`src/rtl/gchg_pkg.sv`:
```
package gchg_pkg;

  // number of denomination slots and field widths of the channels
  localparam int unsigned SLOTS       = 9;
  localparam int unsigned SLOT_BITS   = 4;
  localparam int unsigned STOCK_BITS  = 16;
  localparam int unsigned AMT_BITS    = 20;
  localparam int unsigned STATUS_BITS = 2;
  localparam int unsigned DENOM_BITS  = 9;
  localparam int unsigned POW5_BITS   = 7;

  // defaults of the top level parameters
  localparam int unsigned COUNT_BITS_DEF  = 16;
  localparam int unsigned AMOUNT_BITS_DEF = 20;

  // request kinds
  localparam logic REQ_LOAD   = 1'b0;
  localparam logic REQ_CHANGE = 1'b1;

  // result status codes
  localparam logic [STATUS_BITS-1:0] ST_OK    = 2'd0;
  localparam logic [STATUS_BITS-1:0] ST_FAIL  = 2'd1;
  localparam logic [STATUS_BITS-1:0] ST_PIECE = 2'd2;

  // face value of each slot
  function automatic logic [DENOM_BITS-1:0] denom_value(input logic [SLOT_BITS-1:0] slot);
    logic [DENOM_BITS-1:0] val;
    case (slot)
      4'd0:    val = 9'd1;
      4'd1:    val = 9'd2;
      4'd2:    val = 9'd5;
      4'd3:    val = 9'd10;
      4'd4:    val = 9'd20;
      4'd5:    val = 9'd50;
      4'd6:    val = 9'd100;
      4'd7:    val = 9'd200;
      4'd8:    val = 9'd500;
      default: val = 9'd1;
    endcase
    return val;
  endfunction

  // face value = 2^shift * 5^exp, power of two part
  function automatic logic [1:0] slot_shift(input logic [SLOT_BITS-1:0] slot);
    logic [1:0] sh;
    case (slot)
      4'd1:    sh = 2'd1;
      4'd3:    sh = 2'd1;
      4'd4:    sh = 2'd2;
      4'd5:    sh = 2'd1;
      4'd6:    sh = 2'd2;
      4'd7:    sh = 2'd3;
      4'd8:    sh = 2'd2;
      default: sh = 2'd0;
    endcase
    return sh;
  endfunction

  // power of five part, as exponent
  function automatic logic [1:0] slot_pow5_exp(input logic [SLOT_BITS-1:0] slot);
    logic [1:0] ex;
    case (slot)
      4'd2:    ex = 2'd1;
      4'd3:    ex = 2'd1;
      4'd4:    ex = 2'd1;
      4'd5:    ex = 2'd2;
      4'd6:    ex = 2'd2;
      4'd7:    ex = 2'd2;
      4'd8:    ex = 2'd3;
      default: ex = 2'd0;
    endcase
    return ex;
  endfunction

  function automatic logic [POW5_BITS-1:0] pow5_value(input logic [1:0] ex);
    logic [POW5_BITS-1:0] val;
    case (ex)
      2'd1:    val = 7'd5;
      2'd2:    val = 7'd25;
      2'd3:    val = 7'd125;
      default: val = 7'd1;
    endcase
    return val;
  endfunction

endpackage

```
`src/rtl/gchg_if.sv`:
```
// request channel
interface gchg_req_if;
  import gchg_pkg::*;

  logic                  valid;
  logic                  ready;
  logic                  req_type;
  logic [SLOT_BITS-1:0]  denom_index;
  logic [STOCK_BITS-1:0] stock_value;
  logic [AMT_BITS-1:0]   amount;

  modport source (output valid, req_type, denom_index, stock_value, amount, input ready);
  modport sink (input valid, req_type, denom_index, stock_value, amount, output ready);
endinterface

// result channel
interface gchg_res_if;
  import gchg_pkg::*;

  logic                   valid;
  logic                   ready;
  logic [SLOT_BITS-1:0]   out_index;
  logic [STOCK_BITS-1:0]  piece_count;
  logic [STOCK_BITS-1:0]  stock_left;
  logic [STATUS_BITS-1:0] status;
  logic                   last;

  modport source (output valid, out_index, piece_count, stock_left, status, last, input ready);
  modport sink (input valid, out_index, piece_count, stock_left, status, last, output ready);
endinterface

```
`src/rtl/gchg_ram.sv`:
```
module gchg_ram #(
  parameter int unsigned WIDTH = 16,
  parameter int unsigned DEPTH = 9,
  localparam int unsigned AddrBits = (DEPTH > 1) ? $clog2(DEPTH) : 1
) (
  input  logic                clk_i,
  input  logic                we_i,
  input  logic [AddrBits-1:0] waddr_i,
  input  logic [WIDTH-1:0]    wdata_i,
  input  logic                re_i,
  input  logic [AddrBits-1:0] raddr_i,
  output logic [WIDTH-1:0]    rdata_o
);

  logic [WIDTH-1:0] mem_q [DEPTH];
  logic [WIDTH-1:0] rdata_q;

  // one write port, one registered read port
  always_ff @(posedge clk_i) begin
    if (we_i) begin
      mem_q[waddr_i] <= wdata_i;
    end
    if (re_i) begin
      rdata_q <= mem_q[raddr_i];
    end
  end

  assign rdata_o = rdata_q;

endmodule

```
`src/rtl/greedy_change_dispenser.sv`:
```
// channel | port  | direction | payload
// request | req_i | in        | req_type, denom_index, stock_value, amount
// result  | res_o | out       | out_index, piece_count, stock_left, status, last
//
// a load item goes straight to the close step, which registers its closing item
// a paid change item plans each slot (read stock, reciprocal multiply, correct and clamp,
// subtract), then a check, then pays each slot (read, update), then the close
// a change item that cannot be paid closes right after the check, with no payout
// reset clears the stock through per-slot valid bits, no clearing pass
// a stalled result channel holds the sequencer in the payout pass or the close step
module greedy_change_dispenser #(
  parameter int unsigned COUNT_BITS  = gchg_pkg::COUNT_BITS_DEF,
  parameter int unsigned AMOUNT_BITS = gchg_pkg::AMOUNT_BITS_DEF
) (
  input logic        clk_i,
  input logic        rst_ni,
  gchg_req_if.sink   req_i,
  gchg_res_if.source res_o
);
  import gchg_pkg::*;

  localparam int unsigned CMP_BITS = (AMOUNT_BITS > COUNT_BITS) ? AMOUNT_BITS : COUNT_BITS;
  localparam logic [63:0] AMT_ONE = 64'd1 << AMOUNT_BITS;
  // floor(2^AMOUNT_BITS / 5^k): quotient estimate is low by at most one
  localparam logic [AMOUNT_BITS-1:0] RECIP_5   = AMOUNT_BITS'(AMT_ONE / 64'd5);
  localparam logic [AMOUNT_BITS-1:0] RECIP_25  = AMOUNT_BITS'(AMT_ONE / 64'd25);
  localparam logic [AMOUNT_BITS-1:0] RECIP_125 = AMOUNT_BITS'(AMT_ONE / 64'd125);

  localparam logic [3:0] S_IDLE  = 4'd0;
  localparam logic [3:0] S_DIV   = 4'd1;
  localparam logic [3:0] S_MUL   = 4'd2;
  localparam logic [3:0] S_TAKE  = 4'd3;
  localparam logic [3:0] S_SUB   = 4'd4;
  localparam logic [3:0] S_CHECK = 4'd5;
  localparam logic [3:0] S_RD2   = 4'd6;
  localparam logic [3:0] S_UPD   = 4'd7;
  localparam logic [3:0] S_CLOSE = 4'd8;

  localparam logic [SLOT_BITS-1:0] TOP_SLOT = SLOT_BITS'(SLOTS - 1);

  logic [3:0]                 state_q, state_d;
  logic [SLOT_BITS-1:0]       slot_q, slot_d;
  logic [AMOUNT_BITS-1:0]     rem_q, rem_d;
  logic [AMOUNT_BITS-1:0]     x_q;
  logic [2*AMOUNT_BITS-1:0]   prod_q;
  logic [AMOUNT_BITS-1:0]     q0_q, qd_q;
  logic [COUNT_BITS-1:0]      take_q, take_c;
  logic [SLOT_BITS-1:0]       cl_idx_q, cl_idx_d;
  logic [STOCK_BITS-1:0]      cl_left_q, cl_left_d;
  logic [STATUS_BITS-1:0]     cl_status_q, cl_status_d;
  logic                       out_vld_q, out_vld_d;
  logic [SLOT_BITS-1:0]       out_idx_q, out_idx_d;
  logic [STOCK_BITS-1:0]      out_cnt_q, out_cnt_d;
  logic [STOCK_BITS-1:0]      out_left_q, out_left_d;
  logic [STATUS_BITS-1:0]     out_status_q, out_status_d;
  logic                       out_last_q, out_last_d;
  logic [SLOTS-1:0]           stk_vld_q;
  logic                       stk_rd_vld_q;

  logic                       req_acc, out_free, rd_en;
  logic                       stk_we, plan_we;
  logic [SLOT_BITS-1:0]       stk_waddr;
  logic [COUNT_BITS-1:0]      stk_wdata, stk_rdata, stock_rd, plan_rd, stock_new;
  logic [AMOUNT_BITS-1:0]     recip, quot, paid, x_c;
  logic [POW5_BITS-1:0]       pow5;
  logic [1:0]                 p5_exp;
  logic [AMOUNT_BITS+31:0]    amt_wide;
  logic [COUNT_BITS+31:0]     cnt_wide;
  logic [AMOUNT_BITS-1:0]     amt_in;
  logic [COUNT_BITS-1:0]      cnt_in;
  logic [COUNT_BITS+15:0]     new_wide, plan_wide, cnt16_wide;

  assign req_acc  = req_i.valid && req_i.ready;
  assign out_free = !out_vld_q || res_o.ready;
  assign req_i.ready = (state_q == S_IDLE);

  // fit request fields to the configured widths
  assign amt_wide = {32'd0, req_i.amount};
  assign amt_in   = amt_wide[AMOUNT_BITS-1:0];
  assign cnt_wide = {32'd0, req_i.stock_value};
  assign cnt_in   = cnt_wide[COUNT_BITS-1:0];

  // stock and plan memories
  gchg_ram #(.WIDTH(COUNT_BITS), .DEPTH(SLOTS)) u_stock_ram (
    .clk_i   (clk_i),
    .we_i    (stk_we),
    .waddr_i (stk_waddr),
    .wdata_i (stk_wdata),
    .re_i    (rd_en),
    .raddr_i (slot_q),
    .rdata_o (stk_rdata)
  );

  gchg_ram #(.WIDTH(COUNT_BITS), .DEPTH(SLOTS)) u_plan_ram (
    .clk_i   (clk_i),
    .we_i    (plan_we),
    .waddr_i (slot_q),
    .wdata_i (take_c),
    .re_i    (rd_en),
    .raddr_i (slot_q),
    .rdata_o (plan_rd)
  );

  // a stock entry never loaded reads as zero
  assign stock_rd = stk_rd_vld_q ? stk_rdata : '0;
  // each slot is read, then written back, before the next slot is touched
  assign stock_new = stock_rd - plan_rd;
  assign rd_en   = (state_q == S_DIV) || (state_q == S_RD2);
  assign plan_we = (state_q == S_TAKE);

  // divider constants of the current slot
  assign p5_exp = slot_pow5_exp(slot_q);
  assign pow5   = pow5_value(p5_exp);
  assign x_c    = rem_q >> slot_shift(slot_q);

  always_comb begin
    case (p5_exp)
      2'd1:    recip = RECIP_5;
      2'd2:    recip = RECIP_25;
      2'd3:    recip = RECIP_125;
      default: recip = '0;
    endcase
  end

  // corrected quotient, clamped by the stock
  assign quot = q0_q + AMOUNT_BITS'((x_q - qd_q) >= AMOUNT_BITS'(pow5));
  always_comb begin
    if (CMP_BITS'(quot) < CMP_BITS'(stock_rd)) begin
      take_c = COUNT_BITS'(quot);
    end else begin
      take_c = stock_rd;
    end
  end

  assign paid = AMOUNT_BITS'(take_q) * AMOUNT_BITS'(denom_value(slot_q));

  assign new_wide   = {16'd0, stock_new};
  assign plan_wide  = {16'd0, plan_rd};
  assign cnt16_wide = {16'd0, cnt_in};

  // sequencer
  always_comb begin
    state_d      = state_q;
    slot_d       = slot_q;
    rem_d        = rem_q;
    cl_idx_d     = cl_idx_q;
    cl_left_d    = cl_left_q;
    cl_status_d  = cl_status_q;
    out_vld_d    = out_vld_q && !res_o.ready;
    out_idx_d    = out_idx_q;
    out_cnt_d    = out_cnt_q;
    out_left_d   = out_left_q;
    out_status_d = out_status_q;
    out_last_d   = out_last_q;
    stk_we       = 1'b0;
    stk_waddr    = slot_q;
    stk_wdata    = stock_new;
    case (state_q)
      S_IDLE: begin
        if (req_acc) begin
          if (req_i.req_type == REQ_LOAD) begin
            cl_idx_d = req_i.denom_index;
            if (req_i.denom_index < SLOT_BITS'(SLOTS)) begin
              stk_we      = 1'b1;
              stk_waddr   = req_i.denom_index;
              stk_wdata   = cnt_in;
              cl_left_d   = cnt16_wide[15:0];
              cl_status_d = ST_OK;
            end else begin
              cl_left_d   = '0;
              cl_status_d = ST_FAIL;
            end
            state_d = S_CLOSE;
          end else begin
            rem_d   = amt_in;
            slot_d  = TOP_SLOT;
            state_d = S_DIV;
          end
        end
      end
      S_DIV:  state_d = S_MUL;
      S_MUL:  state_d = S_TAKE;
      S_TAKE: state_d = S_SUB;
      S_SUB: begin
        rem_d = rem_q - paid;
        if (slot_q == '0) begin
          state_d = S_CHECK;
        end else begin
          slot_d  = slot_q - SLOT_BITS'(1);
          state_d = S_DIV;
        end
      end
      S_CHECK: begin
        cl_idx_d  = '0;
        cl_left_d = '0;
        if (rem_q != '0) begin
          cl_status_d = ST_FAIL;
          state_d     = S_CLOSE;
        end else begin
          cl_status_d = ST_OK;
          slot_d      = TOP_SLOT;
          state_d     = S_RD2;
        end
      end
      S_RD2: state_d = S_UPD;
      S_UPD: begin
        if (plan_rd == '0 || out_free) begin
          if (plan_rd != '0) begin
            stk_we       = 1'b1;
            out_vld_d    = 1'b1;
            out_idx_d    = slot_q;
            out_cnt_d    = plan_wide[15:0];
            out_left_d   = new_wide[15:0];
            out_status_d = ST_PIECE;
            out_last_d   = 1'b0;
          end
          if (slot_q == '0) begin
            state_d = S_CLOSE;
          end else begin
            slot_d  = slot_q - SLOT_BITS'(1);
            state_d = S_RD2;
          end
        end
      end
      S_CLOSE: begin
        if (out_free) begin
          out_vld_d    = 1'b1;
          out_idx_d    = cl_idx_q;
          out_cnt_d    = '0;
          out_left_d   = cl_left_q;
          out_status_d = cl_status_q;
          out_last_d   = 1'b1;
          state_d      = S_IDLE;
        end
      end
      default: state_d = S_IDLE;
    endcase
  end

  // control registers
  always_ff @(posedge clk_i or negedge rst_ni) begin
    if (!rst_ni) begin
      state_q      <= S_IDLE;
      slot_q       <= '0;
      rem_q        <= '0;
      out_vld_q    <= 1'b0;
      stk_vld_q    <= '0;
      stk_rd_vld_q <= 1'b0;
    end else begin
      state_q   <= state_d;
      slot_q    <= slot_d;
      rem_q     <= rem_d;
      out_vld_q <= out_vld_d;
      if (stk_we) begin
        stk_vld_q[stk_waddr] <= 1'b1;
      end
      if (rd_en) begin
        stk_rd_vld_q <= stk_vld_q[slot_q];
      end
    end
  end

  // datapath and result payload
  always_ff @(posedge clk_i) begin
    if (state_q == S_DIV) begin
      x_q    <= x_c;
      prod_q <= x_c * recip;
    end
    if (state_q == S_MUL) begin
      if (p5_exp == 2'd0) begin
        q0_q <= x_q;
        qd_q <= x_q;
      end else begin
        q0_q <= prod_q[2*AMOUNT_BITS-1:AMOUNT_BITS];
        qd_q <= prod_q[2*AMOUNT_BITS-1:AMOUNT_BITS] * AMOUNT_BITS'(pow5);
      end
    end
    if (state_q == S_TAKE) begin
      take_q <= take_c;
    end
    cl_idx_q     <= cl_idx_d;
    cl_left_q    <= cl_left_d;
    cl_status_q  <= cl_status_d;
    out_idx_q    <= out_idx_d;
    out_cnt_q    <= out_cnt_d;
    out_left_q   <= out_left_d;
    out_status_q <= out_status_d;
    out_last_q   <= out_last_d;
  end

  assign res_o.valid       = out_vld_q;
  assign res_o.out_index   = out_idx_q;
  assign res_o.piece_count = out_cnt_q;
  assign res_o.stock_left  = out_left_q;
  assign res_o.status      = out_status_q;
  assign res_o.last        = out_last_q;

`ifndef SYNTHESIS
  // reciprocal estimate is never off by more than one
  assert property (@(posedge clk_i) disable iff (!rst_ni)
    (state_q == S_TAKE) |-> ((x_q - qd_q) < (AMOUNT_BITS'(pow5) << 1)))
    else $error("quotient estimate out of range");

  // planned take never exceeds the stock
  assert property (@(posedge clk_i) disable iff (!rst_ni)
    (state_q == S_SUB) |-> (CMP_BITS'(take_q) <= CMP_BITS'(stock_rd)))
    else $error("take above stock");

  // payout never underflows a stock entry
  assert property (@(posedge clk_i) disable iff (!rst_ni)
    (state_q == S_UPD) |-> (plan_rd <= stock_rd))
    else $error("stock underflow in payout");

  // a leftover remainder closes the run with a failure and no payout
  assert property (@(posedge clk_i) disable iff (!rst_ni)
    (state_q == S_CHECK && rem_q != '0) |=> (state_q == S_CLOSE && cl_status_q == ST_FAIL))
    else $error("impossible change not reported");
`endif

endmodule

```
`src/flat_wrapper.sv`:
```
// flat-port wrapper written by rule: the top's interface ports become plain ports
module greedy_change_dispenser_flat import gchg_pkg::*;
#(
  parameter int unsigned COUNT_BITS  = gchg_pkg::COUNT_BITS_DEF,
  parameter int unsigned AMOUNT_BITS = gchg_pkg::AMOUNT_BITS_DEF
)
  (clk_i, rst_ni, req_i_valid, req_i_req_type, req_i_denom_index, req_i_stock_value, req_i_amount, req_i_ready, res_o_valid, res_o_out_index, res_o_piece_count, res_o_stock_left, res_o_status, res_o_last, res_o_ready);
  gchg_req_if req_i_i ();
  gchg_res_if res_o_i ();
  input logic clk_i;
  input logic rst_ni;
  input wire logic [$bits(req_i_i.valid)-1:0] req_i_valid;
  input wire logic [$bits(req_i_i.req_type)-1:0] req_i_req_type;
  input wire logic [$bits(req_i_i.denom_index)-1:0] req_i_denom_index;
  input wire logic [$bits(req_i_i.stock_value)-1:0] req_i_stock_value;
  input wire logic [$bits(req_i_i.amount)-1:0] req_i_amount;
  output wire logic [$bits(req_i_i.ready)-1:0] req_i_ready;
  output wire logic [$bits(res_o_i.valid)-1:0] res_o_valid;
  output wire logic [$bits(res_o_i.out_index)-1:0] res_o_out_index;
  output wire logic [$bits(res_o_i.piece_count)-1:0] res_o_piece_count;
  output wire logic [$bits(res_o_i.stock_left)-1:0] res_o_stock_left;
  output wire logic [$bits(res_o_i.status)-1:0] res_o_status;
  output wire logic [$bits(res_o_i.last)-1:0] res_o_last;
  input wire logic [$bits(res_o_i.ready)-1:0] res_o_ready;
  assign req_i_i.valid = req_i_valid;
  assign req_i_i.req_type = req_i_req_type;
  assign req_i_i.denom_index = req_i_denom_index;
  assign req_i_i.stock_value = req_i_stock_value;
  assign req_i_i.amount = req_i_amount;
  assign req_i_ready = req_i_i.ready;
  assign res_o_valid = res_o_i.valid;
  assign res_o_out_index = res_o_i.out_index;
  assign res_o_piece_count = res_o_i.piece_count;
  assign res_o_stock_left = res_o_i.stock_left;
  assign res_o_status = res_o_i.status;
  assign res_o_last = res_o_i.last;
  assign res_o_i.ready = res_o_ready;
  greedy_change_dispenser #(.COUNT_BITS(COUNT_BITS), .AMOUNT_BITS(AMOUNT_BITS)) u_core (.clk_i(clk_i), .rst_ni(rst_ni), .req_i(req_i_i), .res_o(res_o_i));
endmodule
```
`config.mk`:
```
export PLATFORM = sky130hd
export DESIGN_NAME = greedy_change_dispenser_flat
export DESIGN_NICKNAME = d
export VERILOG_FILES = /design/src/rtl/gchg_pkg.sv /design/src/rtl/gchg_if.sv /design/src/rtl/gchg_ram.sv /design/src/rtl/greedy_change_dispenser.sv /design/src/flat_wrapper.sv
export SDC_FILE = /design/constraint.sdc
export NUM_CORES = 2
export LEC_CHECK = 0
export ABC_CLOCK_PERIOD_IN_PS = 8700
export BUFFER_PORTS_ARGS = -buffer_cell sky130_fd_sc_hd__buf_2
export CAP_MARGIN = 20
export CELL_PAD_IN_SITES_DETAIL_PLACEMENT = 1
export CELL_PAD_IN_SITES_GLOBAL_PLACEMENT = 1
export CORE_MARGIN = 10
export CORE_UTILIZATION = 42
export DETAILED_ROUTE_END_ITERATION = 10
export PLACE_DENSITY = 0.8
export SLEW_MARGIN = 20
export SYNTH_ARGS = -nofsm -noshare
export SYNTH_HDL_FRONTEND = slang
export SYNTH_HIERARCHICAL = 1
export SYNTH_SLANG_ARGS = --single-unit
```
`constraint.sdc`:
```
create_clock -name clk_i -period 8.7 [get_ports clk_i]
set_input_delay 2.61 -clock clk_i [delete_from_list [all_inputs] [get_ports clk_i]]
set_output_delay 2.61 -clock clk_i [all_outputs]
set_load 0.05 [all_outputs]
```
==> out/metrics.yaml <==
finalNetCount: 4272
drt_iter0_markers: 1849
synth_top_area_frac: 0.363
yosysMostFrequentCell: "inv_1"
grt_max_degree: 74
yosys-top-cells-count: "603 x inv_1, 474 x edfxtp_1, 370 x fa_1, 306 x ha_1, 248 x nand2_1"
drv_slew: 0
slew_headroom: 0.247
avgSynthCellArea_um2: 11.4
cts_buffer_depth: 3
grt_pass1_vias: 29338
outcome: "completed"
cp-end-kind: "register"
synth_top_family_by_area: "adder cells"
ios: 86
worst_setup_path_start_kind: "register"
root_buffer: "clkbuf_16"
cts_made_buffers: 57
clock_latency_ns: 0.63
yosys.area_share.xor_xnor: 0.0246
synth-edff-count: 474
path_buf_inv: 8
critPathTopFamily: "adder cells"
crit_required_ns: 9.11
die_h_um: 326
synth_compound_area_frac: 0.0759
synth.area.top_cells: "edfxtp_1 36%, fa_1 19%, ha_1 9.8%"
io_buffers: 85
vias_per_cell: 5.44
tightest_slew_ns: 1.13
clk_pin_slew_ns: 0.06
min_path_type: "register to register"
async_reset_ff_frac: 0.0760
finalCritPeriodShare: 0.961
setup_viol: 0
netlist_instances: 3432
grt_overflow: 0
cpPeakStageDelay_ns: 0.66
initial_core_util: 0.422
ys_warn_count: 6
yosys.area.top_type: "edfxtp_1"
ys_types: 83
drv_cap: 0
detailed_place_hpwl_mm: 84.3
fin_ws_ns: 0.339
dieArea_um2: 106000
cp_slowest_cell: "mux4_2"
drive_gt1_frac: 0.112
hold_viol: 0
post-route-min-period_ns: 8.36
synth_mux_area_frac: 0.0541
fill_cells: 10011
ys_ff_latch: 513
syn-cell-area_um2: 39200
ant_nets: 0
die_x_um: 326
grt_pass1_wl_mm: 173
rsz0062_at_grt: "false"
ys_seq_area_frac: 0.388
antenna_found_initial: 1
cp.arrival_ns: 8.77
syn_to_final_growth_pct: 10.3
vias: 26395
cts.sinks: 513
setup_tns_ns: 0
max_freq_ghz: 0.120
routed_wl_mm: 110
pre_cts_ws_ns: 0.249
drc: 0
wl_per_cell_um: 22.6
crit_fanout: 9
first_pass_iters: 5
synth-main-ff-cell: "edfxtp_1"
synth_simple_gate_area_share: 0.101
cts-hold-fix-buffers: 0
fp.coreArea_um2: 93000
crit_type: "register to register"
synthAdderAreaFrac: 0.287
h-tree-depth: 2
core.rowCount: 112
antenna_cells: 0
place.gp.congestion: 0.879
grt.total_usage: 0.205
cts_tree: "done"
fin_skew_ns: 0.0274
## cell usage in the layout (no fill, tap or decap), types with 22 or more instances in the layout
cell type  synthesis  layout
mux2_2            90      90
nand3_1           29      29
nor2_1           163     161
buf_4              2      69
ha_1             306     303
a21oi_1           89      87
xnor2_1           67      67
and2_1           169     169
nor3_1            41      34
o31ai_2           23      23
o22ai_1           34      34
o21ai_0          113     104
fa_1             370     370
edfxtp_1         474     474
a22o_1            32      32
a21o_1            22      22
clkbuf_16          0      58
inv_1            603     603
buf_2              5      85
mux2i_1          104     102
nand2_1          248     248
dfrtp_1           39      37
xor2_1            43      43
nor2b_1           36      34
## final cells by class
cell class,instances,area [um2],share of cell area
Multi-Input combinational cell,2221,21400,0.494
Sequential cell,513,15200,0.351
Tap cell,1254,1570,0.0362
Inverter,603,2260,0.0523
Timing Repair Buffer,155,971,0.0224
Clock buffer,68,1500,0.0346
Clock inverter,35,388,0.00896
## registers in the layout (all words and copies together), names as in the netlist, 2 cells and up
signal                      flops
u_core/x_q                     20
u_core/res_o.stock_left        16
u_core/state_q                  4
u_core/prod_q                  20
u_core/res_o.status             2
u_core/qd_q                    18
u_core/stk_vld_q                9
u_core/res_o.piece_count       16
u_core/take_q                  16
u_core/res_o.out_index          4
u_core/u_plan_ram/mem_q       144
u_core/u_stock_ram/mem_q      144
u_core/u_plan_ram/rdata_o      16
u_core/q0_q                    20
u_core/cl_idx_q                 4
u_core/slot_q                   4
u_core/cl_left_q               16
u_core/rem_q                   20
u_core/u_stock_ram/rdata_o     16
## path summary, 6_finish.rpt
| path | from | to | slack [ns] | cells after the start |
|---|---|---|---|---|
| max | u_core/slot_q[1] | u_core/prod_q[39] | 0.34 | 29 |
| min | u_core/stk_vld_q[3] | u_core/stk_vld_q[3] | 0.47 | 1 |
| max reg2reg | u_core/slot_q[1] | u_core/prod_q[39] | 0.34 | 29 |
| min reg2reg | u_core/stk_vld_q[3] | u_core/stk_vld_q[3] | 0.47 | 1 |
| max in group asynchronous | rst_ni | u_core/slot_q[3] | 6.08 | 2 |
| min in group asynchronous | rst_ni | u_core/rem_q[13] | 2.07 | 2 |
## per-layer routing
layer / wire (um) / track usage
met2: 55600 / 0.362
met1: 46000 / 0.262
met4: 3350 / 0.0610
met5: 13 / 0
met3: 4680 / 0.0226
## cells by family after synthesis
group                      Yosys count
AOI/OAI and AO/OA                  435
xor gates and xnor gates           110
DFF                                513
other                                2
muxes                              197
buffers and inverters              699
adders and majority gates          677
and+or+nand+nor                    799
## repair_timing
item | 4_1_cts | 5_1_grt
resized for setup | 0 | 7
endpoints found under the hold margin | 0 | 0
setup endpoints to repair | 0 | 4
setup buffers | 0 | 2
## metrics by stage
| step | utilization | area, um2 | hold WS [ns] | cells |
|---|---|---|---|---|
| after global routing | 0.465 | 43300 | 0.470 | 4849 |
| after floorplan | - | 39200 | 0.423 | 3433 |
| after detailed placement | 0.444 | 41300 | 0.449 | 4742 |
| after CTS | 0.464 | 43200 | 0.463 | 4845 |
| final | 0.465 | 43300 | 0.471 | 4849 |
| after global placement | 0.444 | 41300 | 0.442 | 4742 |
Power is not shown: default switching activity piles up to over one toggle a cycle in this logic, so the estimate is an artifact.
